### config.mk
export PLATFORM = sky130hd
export DESIGN_NAME = zph_ctrl
export DESIGN_NICKNAME = d
export VERILOG_FILES = /design/src/rtl/zobrist_position_hash_assert.svh /design/src/rtl/zph_pkg.sv /design/src/rtl/zph_ctrl.sv
export SDC_FILE = /design/constraint.sdc
export NUM_CORES = 1
export LEC_CHECK = 0
export ABC_AREA = 1
export BUFFER_PORTS_ARGS = -buffer_cell sky130_fd_sc_hd__buf_2
export CORE_AREA = 2 2 39 41
export DETAILED_ROUTE_END_ITERATION = 12
export DIE_AREA = 0 0 41 43
export HOLD_SLACK_MARGIN = 0.06
export MAX_ROUTING_LAYER = met4
export PLACE_DENSITY_LB_ADDON = 0.25
export REMOVE_ABC_BUFFERS = 1
export SETUP_SLACK_MARGIN = 0.15
export SYNTH_ARGS = -nofsm -noshare
export SYNTH_HDL_FRONTEND = slang
export SYNTH_SLANG_ARGS = --single-unit
### constraint.sdc
create_clock -name clk -period 1.6 [get_ports clk]
set_clock_uncertainty 0.2 [all_clocks]
set_input_delay 0.24 -clock clk [delete_from_list [all_inputs] [get_ports clk]]
set_output_delay 0.24 -clock clk [all_outputs]
set_load 0.03 [all_outputs]
### src/rtl/zobrist_position_hash_assert.svh
// assertion macros for the zobrist position hash block
`ifndef ZOBRIST_POSITION_HASH_ASSERT_SVH
`define ZOBRIST_POSITION_HASH_ASSERT_SVH

// same-cycle implication, disabled while reset is low
`define ZPH_ASSERT_IMP(name, clk_i, rstn_i, ante, cons) \
  name: assert property (@(posedge clk_i) disable iff (!rstn_i) (ante) |-> (cons)) \
    else $error("zph assertion failed");

// next-cycle implication, disabled while reset is low
`define ZPH_ASSERT_NXT(name, clk_i, rstn_i, ante, cons) \
  name: assert property (@(posedge clk_i) disable iff (!rstn_i) (ante) |=> (cons)) \
    else $error("zph assertion failed");

`endif

### src/rtl/zph_pkg.sv
`timescale 1ns / 1ps
`default_nettype none

package zph_pkg;

  // default geometry
  localparam int SQUARES_DEF     = 64;
  localparam int PIECE_TYPES_DEF = 6;
  localparam int BOARD_BITS      = 64;
  localparam int KEY_W           = 64;
  localparam int SCAN_W          = $clog2(BOARD_BITS);

  // item kinds
  typedef enum logic [2:0] {
    KIND_LOAD_TABLE = 3'd0,
    KIND_LOAD_SIDE  = 3'd1,
    KIND_BOARD      = 3'd2,
    KIND_TOGGLE     = 3'd3,
    KIND_PREDICT    = 3'd4
  } kind_t;

  // table read source
  typedef enum logic [1:0] {
    SEL_SCAN = 2'd0,
    SEL_FROM = 2'd1,
    SEL_TO   = 2'd2,
    SEL_CAP  = 2'd3
  } sel_t;

  // input beat
  typedef struct packed {
    logic [2:0]       kind;
    logic             color;
    logic [2:0]       piece;
    logic [5:0]       from_square;
    logic [5:0]       to_square;
    logic [2:0]       captured_piece;
    logic [KEY_W-1:0] value;
    logic             last;
  } in_item_t;

  // result beat
  typedef struct packed {
    logic [KEY_W-1:0] key;
    logic             is_prediction;
  } out_item_t;

  // controller to datapath commands
  typedef struct packed {
    logic capture;
    logic wr_table;
    logic wr_side;
    logic toggle;
    logic scan_clr;
    logic scan_inc;
    logic rd_en;
    sel_t sel;
    logic dst_pred;
    logic pred_init;
    logic board_end;
    logic emit_pred;
  } cmd_t;

  // datapath to controller status
  typedef struct packed {
    logic scan_done;
  } status_t;

endpackage

`default_nettype wire

### src/rtl/zph_ctrl.sv
`timescale 1ns / 1ps
`default_nettype none

module zph_ctrl (
  input  logic              clk,
  input  logic              rst_n,
  input  logic              start,
  input  logic [2:0]        in_kind,
  input  zph_pkg::status_t  status,
  output zph_pkg::cmd_t     cmd,
  output logic              busy
);

  typedef enum logic [3:0] {
    S_IDLE,
    S_SCAN,
    S_BDRAIN,
    S_BEND,
    S_PFROM,
    S_PTO,
    S_PCAP,
    S_PDRAIN,
    S_PEND
  } state_t;

  state_t state_r;
  state_t state_nxt;
  logic   busy_r;

  // next state and commands
  always_comb begin
    state_nxt = state_r;
    cmd       = '0;
    cmd.sel   = zph_pkg::SEL_SCAN;
    unique case (state_r)
      S_IDLE: begin
        if (start) begin
          unique case (in_kind)
            zph_pkg::KIND_LOAD_TABLE: cmd.wr_table = 1'b1;
            zph_pkg::KIND_LOAD_SIDE:  cmd.wr_side  = 1'b1;
            zph_pkg::KIND_TOGGLE:     cmd.toggle   = 1'b1;
            zph_pkg::KIND_BOARD: begin
              cmd.capture  = 1'b1;
              cmd.scan_clr = 1'b1;
              state_nxt    = S_SCAN;
            end
            zph_pkg::KIND_PREDICT: begin
              cmd.capture = 1'b1;
              state_nxt   = S_PFROM;
            end
            default: ;
          endcase
        end
      end
      S_SCAN: begin
        cmd.rd_en    = 1'b1;
        cmd.sel      = zph_pkg::SEL_SCAN;
        cmd.scan_inc = 1'b1;
        if (status.scan_done) begin
          state_nxt = S_BDRAIN;
        end
      end
      S_BDRAIN: state_nxt = S_BEND;
      S_BEND: begin
        cmd.board_end = 1'b1;
        state_nxt     = S_IDLE;
      end
      S_PFROM: begin
        cmd.pred_init = 1'b1;
        cmd.rd_en     = 1'b1;
        cmd.sel       = zph_pkg::SEL_FROM;
        cmd.dst_pred  = 1'b1;
        state_nxt     = S_PTO;
      end
      S_PTO: begin
        cmd.rd_en    = 1'b1;
        cmd.sel      = zph_pkg::SEL_TO;
        cmd.dst_pred = 1'b1;
        state_nxt    = S_PCAP;
      end
      S_PCAP: begin
        cmd.rd_en    = 1'b1;
        cmd.sel      = zph_pkg::SEL_CAP;
        cmd.dst_pred = 1'b1;
        state_nxt    = S_PDRAIN;
      end
      S_PDRAIN: state_nxt = S_PEND;
      S_PEND: begin
        cmd.emit_pred = 1'b1;
        state_nxt     = S_IDLE;
      end
      default: state_nxt = S_IDLE;
    endcase
  end

  // state and busy flag
  always_ff @(posedge clk) begin
    if (!rst_n) begin
      state_r <= S_IDLE;
      busy_r  <= 1'b0;
    end else begin
      state_r <= state_nxt;
      busy_r  <= (state_nxt != S_IDLE);
    end
  end

  assign busy = busy_r;

endmodule

`default_nettype wire

# ---- Word level (Yosys, flattened, before mapping)
# Cells that the tools add are included.
dict set report totals {
  regBits 5
  input_bits 7
  out_inout_bits 14
  wordCells 36
}
dict set report classes {
  eq_ne 12
  n_mux 17
  n_reduce_logical 5
}
# operator count
set ops {}
lappend ops {{one-hot mux 4 bit (7 select lines)} 1}
lappend ops {{== test 4 x 3 -> 1 bit, second input constant} 4}
lappend ops {{one-hot mux 3 bit (4 select lines)} 1}
lappend ops {{two-way mux 1 bit} 10}
lappend ops {{two-way mux 5 bit} 2}
lappend ops {{== test 4 x 2 -> 1 bit, second input constant} 2}
lappend ops {{two-way mux 4 bit} 2}
lappend ops {{one-hot mux 4 bit (2 select lines)} 1}
lappend ops {{== test 3 x 2 -> 1 bit, second input constant} 2}
lappend ops {{== test 4 x 1 -> 1 bit, second input constant} 1}
lappend ops {{== test 4 bit, second input constant} 1}
lappend ops {{zero test 4 bit} 1}
lappend ops {{nonzero test 4 bit} 1}
lappend ops {{== test 3 x 1 -> 1 bit, second input constant} 1}
lappend ops {{== test 3 bit, second input constant} 1}
lappend ops {{zero test 3 bit} 1}
lappend ops {{OR reduction 3 bit} 1}
lappend ops {{OR reduction 2 bit} 1}

# ---- Longest topological paths before layout
# Gate-level depths: netlist (run 1).
dict set report depth {
  word_depth 5
  ltp_mapped 7
}

# ---- Least setup slack after synthesis (run 1)
# OpenSTA, ideal clock, no wires.
dict set report synth_timing {
  path_type {reg2out}
  start {register state_r[0]}
  end {output port cmd[11] (netlist name)}
  arrival_ps 1468
  required_ps 1160
  path_slack_ps -308
  path_stages_with_launch 4
  n_path_buf 0
  cell_sequence {dfxtp_1 -> inv_2 -> nand2_4 -> nor4_1}
}
# item line_no
set synth_lines {}
lappend synth_lines {{from (decl)} zph_ctrl.sv:26} ;# state_t state_r;
lappend synth_lines {{from (signal assigned)} zph_ctrl.sv:102} ;# state_r <= state_nxt;
lappend synth_lines {{to (decl)} zph_ctrl.sv:10} ;# output zph_pkg::cmd_t cmd,

==> results of run 1 <==
-- power by group through the flow --
stage | clock network, mW | registers, mW | logic, mW
2_1_floorplan | 0 | 0.149 | 0.0917
3_3_place_gp | 0 | 0.141 | 0.135
3_5_place_dp | 0 | 0.142 | 0.137
4_1_cts | 0.151 | 0.140 | 0.178
5_1_grt | 0.164 | 0.141 | 0.212
6_report | 0.145 | 0.141 | 0.197
-- layout make-up --
class	count	area, um^2	area share
clock buffer	4	26.28	0.03553
inverter	15	65.06	0.08799
tap	16	20.02	0.02707
timing repair buffer	29	237.7	0.3215
multi-input combinational	41	282.8	0.3824
sequential	5	107.6	0.1455
-- synthesized netlist by cell type --
| cell type | number | area (um^2) |
|---|---|---|
| inv_1 | 12 | 45.04 |
| nand2_1 | 10 | 37.54 |
| nor2_1 | 9 | 33.78 |
| dfxtp_1 | 5 | 100.1 |
| nand2_2 | 4 | 25.02 |
| nand3_2 | 3 | 30.03 |
| a21oi_1 | 2 | 10.01 |
| inv_2 | 2 | 7.510 |
| nand2_4 | 2 | 22.52 |
| nand3_1 | 2 | 10.01 |
| nor2_4 | 2 | 22.52 |
| nor3_1 | 2 | 10.01 |
| clkinv_1 | 1 | 3.750 |
| nand3b_1 | 1 | 7.510 |
| nand4_1 | 1 | 6.260 |
| nor4_1 | 1 | 6.260 |
| o211ai_1 | 1 | 7.510 |
| o21bai_2 | 1 | 11.26 |
-- cells by family (layout without fill, tap and decap cells) --
| logic type | after synthesis | count (layout) | synth area share |
|---|---|---|---|
| DFF | 5 | 5 | 0.2524 |
| buffers and inverters | 15 | 48 | 0.1419 |
| AOI/OAI and AO/OA | 4 | 4 | 0.07256 |
| and+or+nand+nor | 37 | 37 | 0.5331 |
-- timing repair --
item                                    in CTS  in global routing
endpoints found under the setup margin      13                 14
gates resized for setup                     30                 12
hold buffers                                 1                  0
setup buffers                                3                  4
pin swaps                                    7                  6
endpoints found under the hold margin        3                  0
-- registers in the layout (all words and copies together) (netlist names) --
signal / flops
state_r: 4
busy: 1
-- worst max-delay path, stage by stage (launching register included) --
cell and delay, ns:
dfxtp_2 0.33, inv_4 0.08, nand2_4 0.06, nor2_4 0.14, nand4_1 0.12, nor2_1 0.12
buf_4 0.17
-- per-layer routing --
metal	global-route usage	wire length (um)	vias to the layer above
met1	0.1484	435	230
met3	0.03141	38	2
met2	0.2344	654	13
met4	0.06000	13	0
li1	-	-	253
met5	-	0	-
-- through the flow --
stage,util,setup TNS (ns)
finish,0.5344,-0.2901
global route,0.5344,-0.9739
CTS,0.4892,-0.5675
detailed placement,0.3788,0
global placement,0.3788,0
floorplan,-,-0.3076
-- worst max path at each step --
stage	endpoint	slack (ns)	depth (start not counted)
final	cmd[10]	-0.09	6
after global routing	cmd[10]	-0.16	6
after detailed placement	cmd[10]	0.08	6
after global placement	cmd[10]	0.09	6
after floorplan	cmd[11]	-0.31	3
after CTS	cmd[6]	-0.10	5
==> impl_metrics.tcl, run 1 <==
set metrics [dict create \
    critPathArrivalTime_ns 1.25 \
    dp.cells 98 \
    max_cap_violations 0 \
    die_y_um 43 \
    clk_pin_slew_ns 0.05 \
    cts_buffers 3 \
    vias 498 \
    ir_drop_uv 294.2 \
    hold_class "input pin to flop" \
    vias_per_cell 4.527 \
    row_count 14 \
    stdcell_area_um2 739.5 \
    ff2ff_setup_slack_ns 0.22 \
    synth_area_um2 396.6 \
    pwr-share-comb 0.408 \
    r2r_start "state_r[0]" \
    final_cells 110 \
    dp_hpwl_um 747.5 \
    overflow 0 \
    min_delay_path_depth 5 \
    start_util 0.2866 \
    ys_warn_count 0 \
    worst_setup_path_start_kind "flop" \
    core_area_um2 1384 \
    drcViolationCount 0 \
    status "finished, violations left" \
    grt_pass1_vias 393 \
    port_buffers 20 \
    rsz0062_at_grt "yes" \
    syn_inst 61 \
    wire_per_inst_um 10.38 \
    antenna_found_initial 0 \
    min_from "status" \
    startpoint "state_r[3]" \
    violations "setup timing" \
    setup_viol 8 \
    wl_um 1142 \
    grt_max_degree 6 \
    diodes 0 \
    clock_path_buffers 2 \
    cp.required_ns 1.16 \
    reg2reg_to "busy" \
    ctsHtreeMaxLevel 1 \
    hold_ws_ns 0.1918 \
    power.switching_mw 0.1706 \
    clkPwrFrac 0.301 \
    track_usage 0.1401 \
    netSwitchingFraction 0.3537 \
    fmax_mhz 593.4 \
    cts_sinks 5 \
    die_w_um 41 \
    setup_ws_ns -0.08520 \
    ys_seq_area_frac 0.2524 \
    min_to "state_r[1]" \
    ant_nets 0 \
    gp_congestion 0.8239 \
    powerDensity_nw_per_um2 652.2 \
    p_int_mw 0.3117 \
    clk_latency_ns 0.24 \
    post-route-period-util 1.053 \
    root_buffer "clkbuf_4" \
    tightest_slew_ns 0.3436 \
    p_total_mw 0.4822 \
    cp_max_fo 4 \
    period_needed_ns 1.685 \
    syn2layout_area_growth_pct 86.44 \
    reg2regPathDepth 9 \
    cts_tree "done" \
    synth_cell_types 18 \
    finalNetCount 102 \
    fill_cells 134 \
    dieArea_um2 1763 \
    ios 21 \
    hold_violations 0 \
    leakagePower_nw 0.4142 \
    path_class "flop to output pin" \
    ys_seq_elements 5 \
    postSynthAreaPerCell_um2 6.502 \
    final_cell_mix "buf_4 (13), nand2_1 (9), inv_1 (8)" \
    place_area_um2 524.3 \
    grt_pass1_wl_um 1600 \
    final_common_cell "buf_4" \
    drv_slew 0 \
    dr.pass1.iters 4 \
    drive_above_1_share 0.6277 \
    detailedPlace.worstSlack_ns 0.08209 \
    slew_headroom 0.7701 \
    worstSetupEndpointType "output pin" \
    seq_power_share 0.292 \
    drt_iter0_drc 11 \
]
No activity file was read; power rests on OpenSTA's default activity.
==> run 2: changes to the inputs <==
- SKIP_LAST_GASP: default -> 1
==> run 2 against run 1 <==
Net effect: the flow still finishes with violations (setup timing); die area unchanged; cell count did not move; cell area fell by 0.51%; sequential share of layout area increased by 0.074 points; clock power hardly changed; wire length about the same; combinational power about the same; total power shrank 0.59%; hold slack is the same.
==> impl_metrics.tcl, run 2 (synthesized netlist as in run 1, its figures left out) <==
set metrics [dict create \
    min_to "state_r[1]" \
    violations "setup timing" \
    max_cap_violations 0 \
    path_class "flop to output pin" \
    cp.required_ns 1.16 \
    fmax_mhz 593.4 \
    ant_nets 0 \
    worst_path_largest_cell_delay_ns 0.33 \
    die_w_um 41 \
    reg2reg_to "busy" \
    final_core_util 0.5316 \
    drt_iter0_drc 11 \
    diodes 0 \
    syn2layout_area_growth_pct 85.49 \
    min_from "status" \
    detailedPlace.worstSlack_ns 0.08209 \
    port_buffers 20 \
    worstSetupEndpointType "output pin" \
    path_cells "inv_4 -> nand2_4 -> nor2_4 -> nand4_1 -> nor2_1 -> buf_4" \
    fin_tns_setup_ns -0.3383 \
    dp_hpwl_um 747.5 \
    grt_pass1_vias 393 \
    place_area_um2 524.3 \
    min_delay_path_depth 5 \
    cts_tree "done" \
    dieArea_um2 1763 \
    overflow 0 \
    critPathArrivalTime_ns 1.25 \
    row_count 14 \
    slowest_stage "dfxtp_2" \
    ir_drop_uv 293.8 \
    root_buffer "clkbuf_4" \
    clk_pin_slew_ns 0.05 \
    hold_class "input pin to flop" \
    final_common_cell "buf_4" \
    wl_um 1143 \
    clk_latency_ns 0.24 \
    gp_congestion 0.8239 \
    ff2ff_setup_slack_ns 0.22 \
    grt_pass1_wl_um 1600 \
    setup_ws_ns -0.08520 \
    final_cells 110 \
    die_y_um 43 \
    cp_max_fo 4 \
    reg2regPathDepth 9 \
    dp.cells 98 \
    ios 21 \
    drcViolationCount 0 \
    r2r_start "state_r[0]" \
    core_area_um2 1384 \
    leakagePower_nw 0.4127 \
    track_usage 0.1401 \
    dr.pass1.iters 4 \
    cts_buffers 3 \
    tightest_slew_ns 0.3436 \
    finalNetCount 102 \
    ctsHtreeMaxLevel 1 \
    powerDensity_nw_per_um2 651.6 \
    critical-path-top-delay-family "simple AND/OR/NAND/NOR gates" \
    vias 498 \
    rsz0062_at_grt "yes" \
    period_needed_ns 1.685 \
    drive_above_1_share 0.6170 \
    worst_setup_path_start_kind "flop" \
    slew_headroom 0.7701 \
    post-route-period-util 1.053 \
    cts_sinks 5 \
    largest_reg_flops 4 \
    hold_ws_ns 0.1918 \
    vias_per_cell 4.527 \
    antenna_found_initial 0 \
    setup_viol 7 \
    final_cell_mix "buf_4 (13), nand2_1 (9), inv_1 (9)" \
    hold_violations 0 \
    stdcell_area_um2 735.7 \
    start_util 0.2866 \
    critPathBufInv 2 \
    grt_max_degree 6 \
    wire_per_inst_um 10.39 \
    top_register "state_r" \
    clock_path_buffers 2 \
    p_total_mw 0.4794 \
    drv_slew 0 \
    status "finished, violations left" \
]
## run 2: cell count changes in the layout (fill, tap and decap cells not counted), sizes merged
cell    change
buf         -1
clkbuf      +1
## run 2: worst max path at each step
stage,startpoint,end,slack [ns],cells after the start
floorplan,state_r[0],cmd[11],-0.31,3
global placement,state_r[3],cmd[10],0.09,6
detailed placement,state_r[3],cmd[10],0.08,6
CTS,state_r[1],cmd[6],-0.10,5
global route,state_r[2],cmd[10],-0.16,6
finish,state_r[3],cmd[10],-0.09,6
## run 2: final cells by class
class / instances / area [um^2]
repair buffers: 29 / 234.0
clock buffers: 4 / 26.28
flip-flops and latches: 5 / 107.6
well taps: 16 / 20.02
multi-input cells: 41 / 282.8
fillers: 136 / 648.1
inverters: 15 / 65.06
## run 2: power by group
part	internal (mW)	switching (mW)	total, mW	leakage (nW)
Sequential	0.133	0.00739	0.141	0.0429
Combinational	0.0820	0.112	0.194	0.355
Clock	0.0942	0.0507	0.145	0.0150
Total	0.310	0.170	0.479	0.413
## run 2: per-layer routing
layer  part of all wire  vias to the layer above  GRT usage  wire, um
li1                   -                      253          -         -
met1               0.38                      230     0.1484       437
met2               0.57                       13     0.2344       654
met3              0.033                        2    0.03141        38
met4              0.011                        0    0.06000        13
met5                  0                        -          -         0
## run 2: worst register-to-register path: stages (launching register included)
cell      delay [ns]
dfxtp_2         0.36
inv_4           0.06
nand2_4         0.08
nor2_4          0.04
buf_12          0.13
nand2_8         0.05
buf_4           0.10
nand3_2         0.08
o21bai_2        0.11
nand2_1         0.06
## run 2: what timing repair did
| item | 4_1_cts | 5_1_grt |
|---|---|---|
| pin swaps | 7 | 6 |
| hold endpoints to repair | 3 | 0 |
| gates resized for setup | 30 | 9 |
| setup endpoints to repair | 13 | 14 |
| hold buffers | 1 | 0 |
| setup buffers | 3 | 4 |
==> run 3: changes to the inputs <==
- CORE_AREA: 2 2 39 41 -> 3 3 40 42
- DIE_AREA: 0 0 41 43 -> 0 0 43 45
==> run 3 against run 2 <==
Net effect: the flow still finishes with violations (setup timing); first-iteration DRC count unchanged; non-clock buffer count is the same; via count rose by 0.40%; register-to-register slack worse by 0.02 ns; largest cell class unchanged.
==> impl_metrics.tcl, run 3 (synthesized netlist as in run 1, its figures left out) <==
set metrics [dict create \
    r2r_start "state_r[1]" \
    reg2reg_to "busy" \
    ios 21 \
    drcViolationCount 0 \
    critical-path-top-delay-family "buffers and inverters" \
    violations "setup timing" \
    final_cells 109 \
    grt_use_met3 0.04781 \
    gp_congestion 0.7939 \
    syn2layout_area_growth_pct 92.11 \
    dp_hpwl_um 734.7 \
    root_buffer "clkbuf_4" \
    ir_drop_uv 365.3 \
    dieArea_um2 1935 \
    drive_above_1_share 0.6064 \
    cts_tree "done" \
    seq_power_share 0.281 \
    hold_class "input pin to flop" \
    final_cell_mix "buf_4 (10), nand2_1 (9), inv_1 (9), buf_6 (9), buf_2 (8)" \
    grt_use_met1 0.1442 \
    clk_latency_ns 0.25 \
    row_count 13 \
    track_usage 0.1277 \
    power.switching_mw 0.1780 \
    max_cap_violations 0 \
    grt_max_degree 6 \
    startpoint "state_r[2]" \
    worstSetupEndpointType "output pin" \
    setup_viol 9 \
    critPathMostFrequentCell "buf_4" \
    powerDensity_nw_per_um2 651.7 \
    clkPwrFrac 0.306 \
    ctsHtreeMaxLevel 1 \
    leakagePower_nw 0.4238 \
    fmax_mhz 571.1 \
    period_needed_ns 1.751 \
    vias_per_cell 4.587 \
    crit_path_end "cmd[11]" \
    clock_path_buffers 2 \
    grt_pass1_vias 418 \
    core_area_um2 1285 \
    wire_per_inst_um 9.899 \
    final_core_util 0.5930 \
    path_class "flop to output pin" \
    grt.busiest_layer "met2" \
    critPathBufInv 3 \
    start_util 0.3087 \
    vias 500 \
    pwr-share-comb 0.413 \
    status "finished, violations left" \
    dr.pass1.iters 5 \
    slowest_stage "dfxtp_4" \
    p_int_mw 0.3187 \
    grt_pass1_wl_um 1725 \
    rsz0062_at_grt "yes" \
    use_met2 0.1856 \
    detailedPlace.worstSlack_ns 0.08459 \
    port_buffers 20 \
    die_y_um 45 \
    final_common_cell "buf_4" \
    drv_slew 0 \
    drt_iter0_drc 11 \
    cp_max_fo 5 \
    diodes 0 \
    post-route-period-util 1.094 \
    critPathArrivalTime_ns 1.31 \
    cts_buffers 3 \
    slew_headroom 0.7731 \
    antenna_found_initial 0 \
    netSwitchingFraction 0.3583 \
    clk_pin_slew_ns 0.04 \
    crit_cells 5 \
    largest_reg_flops 4 \
    tightest_slew_ns 0.3390 \
    top_register "state_r" \
    ff2ff_setup_slack_ns 0.20 \
    path_cells "inv_2 -> nand2_4 -> buf_4 -> nor4_1 -> buf_4" \
    worst_path_largest_cell_delay_ns 0.35 \
    overflow 0 \
    hold_ws_ns 0.1673 \
    cts_sinks 5 \
    finalNetCount 102 \
    die_w_um 43 \
    cp.required_ns 1.16 \
    wl_um 1079 \
    dp.cells 96 \
    hold_violations 0 \
    ant_nets 0 \
    setup_ws_ns -0.1511 \
    worst_setup_path_start_kind "flop" \
    reg2regPathDepth 9 \
]
==> run 3: cell type report <==
type | instances | area (um^2)
Clock buffer | 4 | 26.28
Fill cell | 122 | 523.0
Inverter | 15 | 62.56
Multi-Input combinational cell | 41 | 297.8
Sequential cell | 5 | 110.1
Tap cell | 15 | 18.77
Timing Repair Buffer | 29 | 246.5
==> run 3: power groups by stage <==
stage	combinational [mW]	clock [mW]	sequential, mW
after floorplan	0.0917	0	0.149
after global placement	0.133	0	0.142
after detailed placement	0.133	0	0.142
after CTS	0.169	0.158	0.141
after global routing	0.222	0.178	0.140
final	0.205	0.152	0.140
==> run 3: worst min path at each step <==
stage / endpoint / from / cells past startpoint
floorplan: state_r[0] / rst_n / 2
global placement: state_r[0] / rst_n / 3
detailed placement: state_r[0] / rst_n / 3
CTS: state_r[2] / start / 4
global route: state_r[2] / start / 4
finish: state_r[2] / start / 4
==> run 3: what timing repair did <==
| item | in CTS | in global routing |
|---|---|---|
| setup buffers | 3 | 5 |
| hold buffers | 1 | 0 |
| gates resized for setup | 26 | 18 |
| pin swaps | 6 | 7 |
| endpoints found under the setup margin | 13 | 14 |
| hold endpoints to repair | 3 | 0 |
| cloned | 0 | 0 |
==> run 3: routing by layer <==
metal / part of all wire / routed length (um) / vias up
met1: 0.39 / 421 / 222
met5: 0 / 0 / -
met2: 0.51 / 553 / 20
met3: 0.066 / 71 / 4
li1: - / - / 254
met4: 0.031 / 33 / 0
==> run 3: through the flow <==
step | total power, mW | instance area (um^2) | setup TNS, ns
global route | 0.5398 | 762.0 | -1.661
finish | 0.4966 | 762.0 | -0.6090
floorplan | 0.2412 | 396.6 | -0.3076
detailed placement | 0.2754 | 515.5 | 0
global placement | 0.2747 | 515.5 | 0
CTS | 0.4674 | 649.4 | -0.4374
==> run 3: worst register-to-register path: stages, from the launching register on <==
cell	delay, ns
dfxtp_4	0.37
inv_4	0.04
nand2_4	0.08
nor2_4	0.05
buf_12	0.12
nand2_8	0.06
buf_6	0.10
nand3_4	0.08
o21bai_4	0.14
nand2_1	0.06
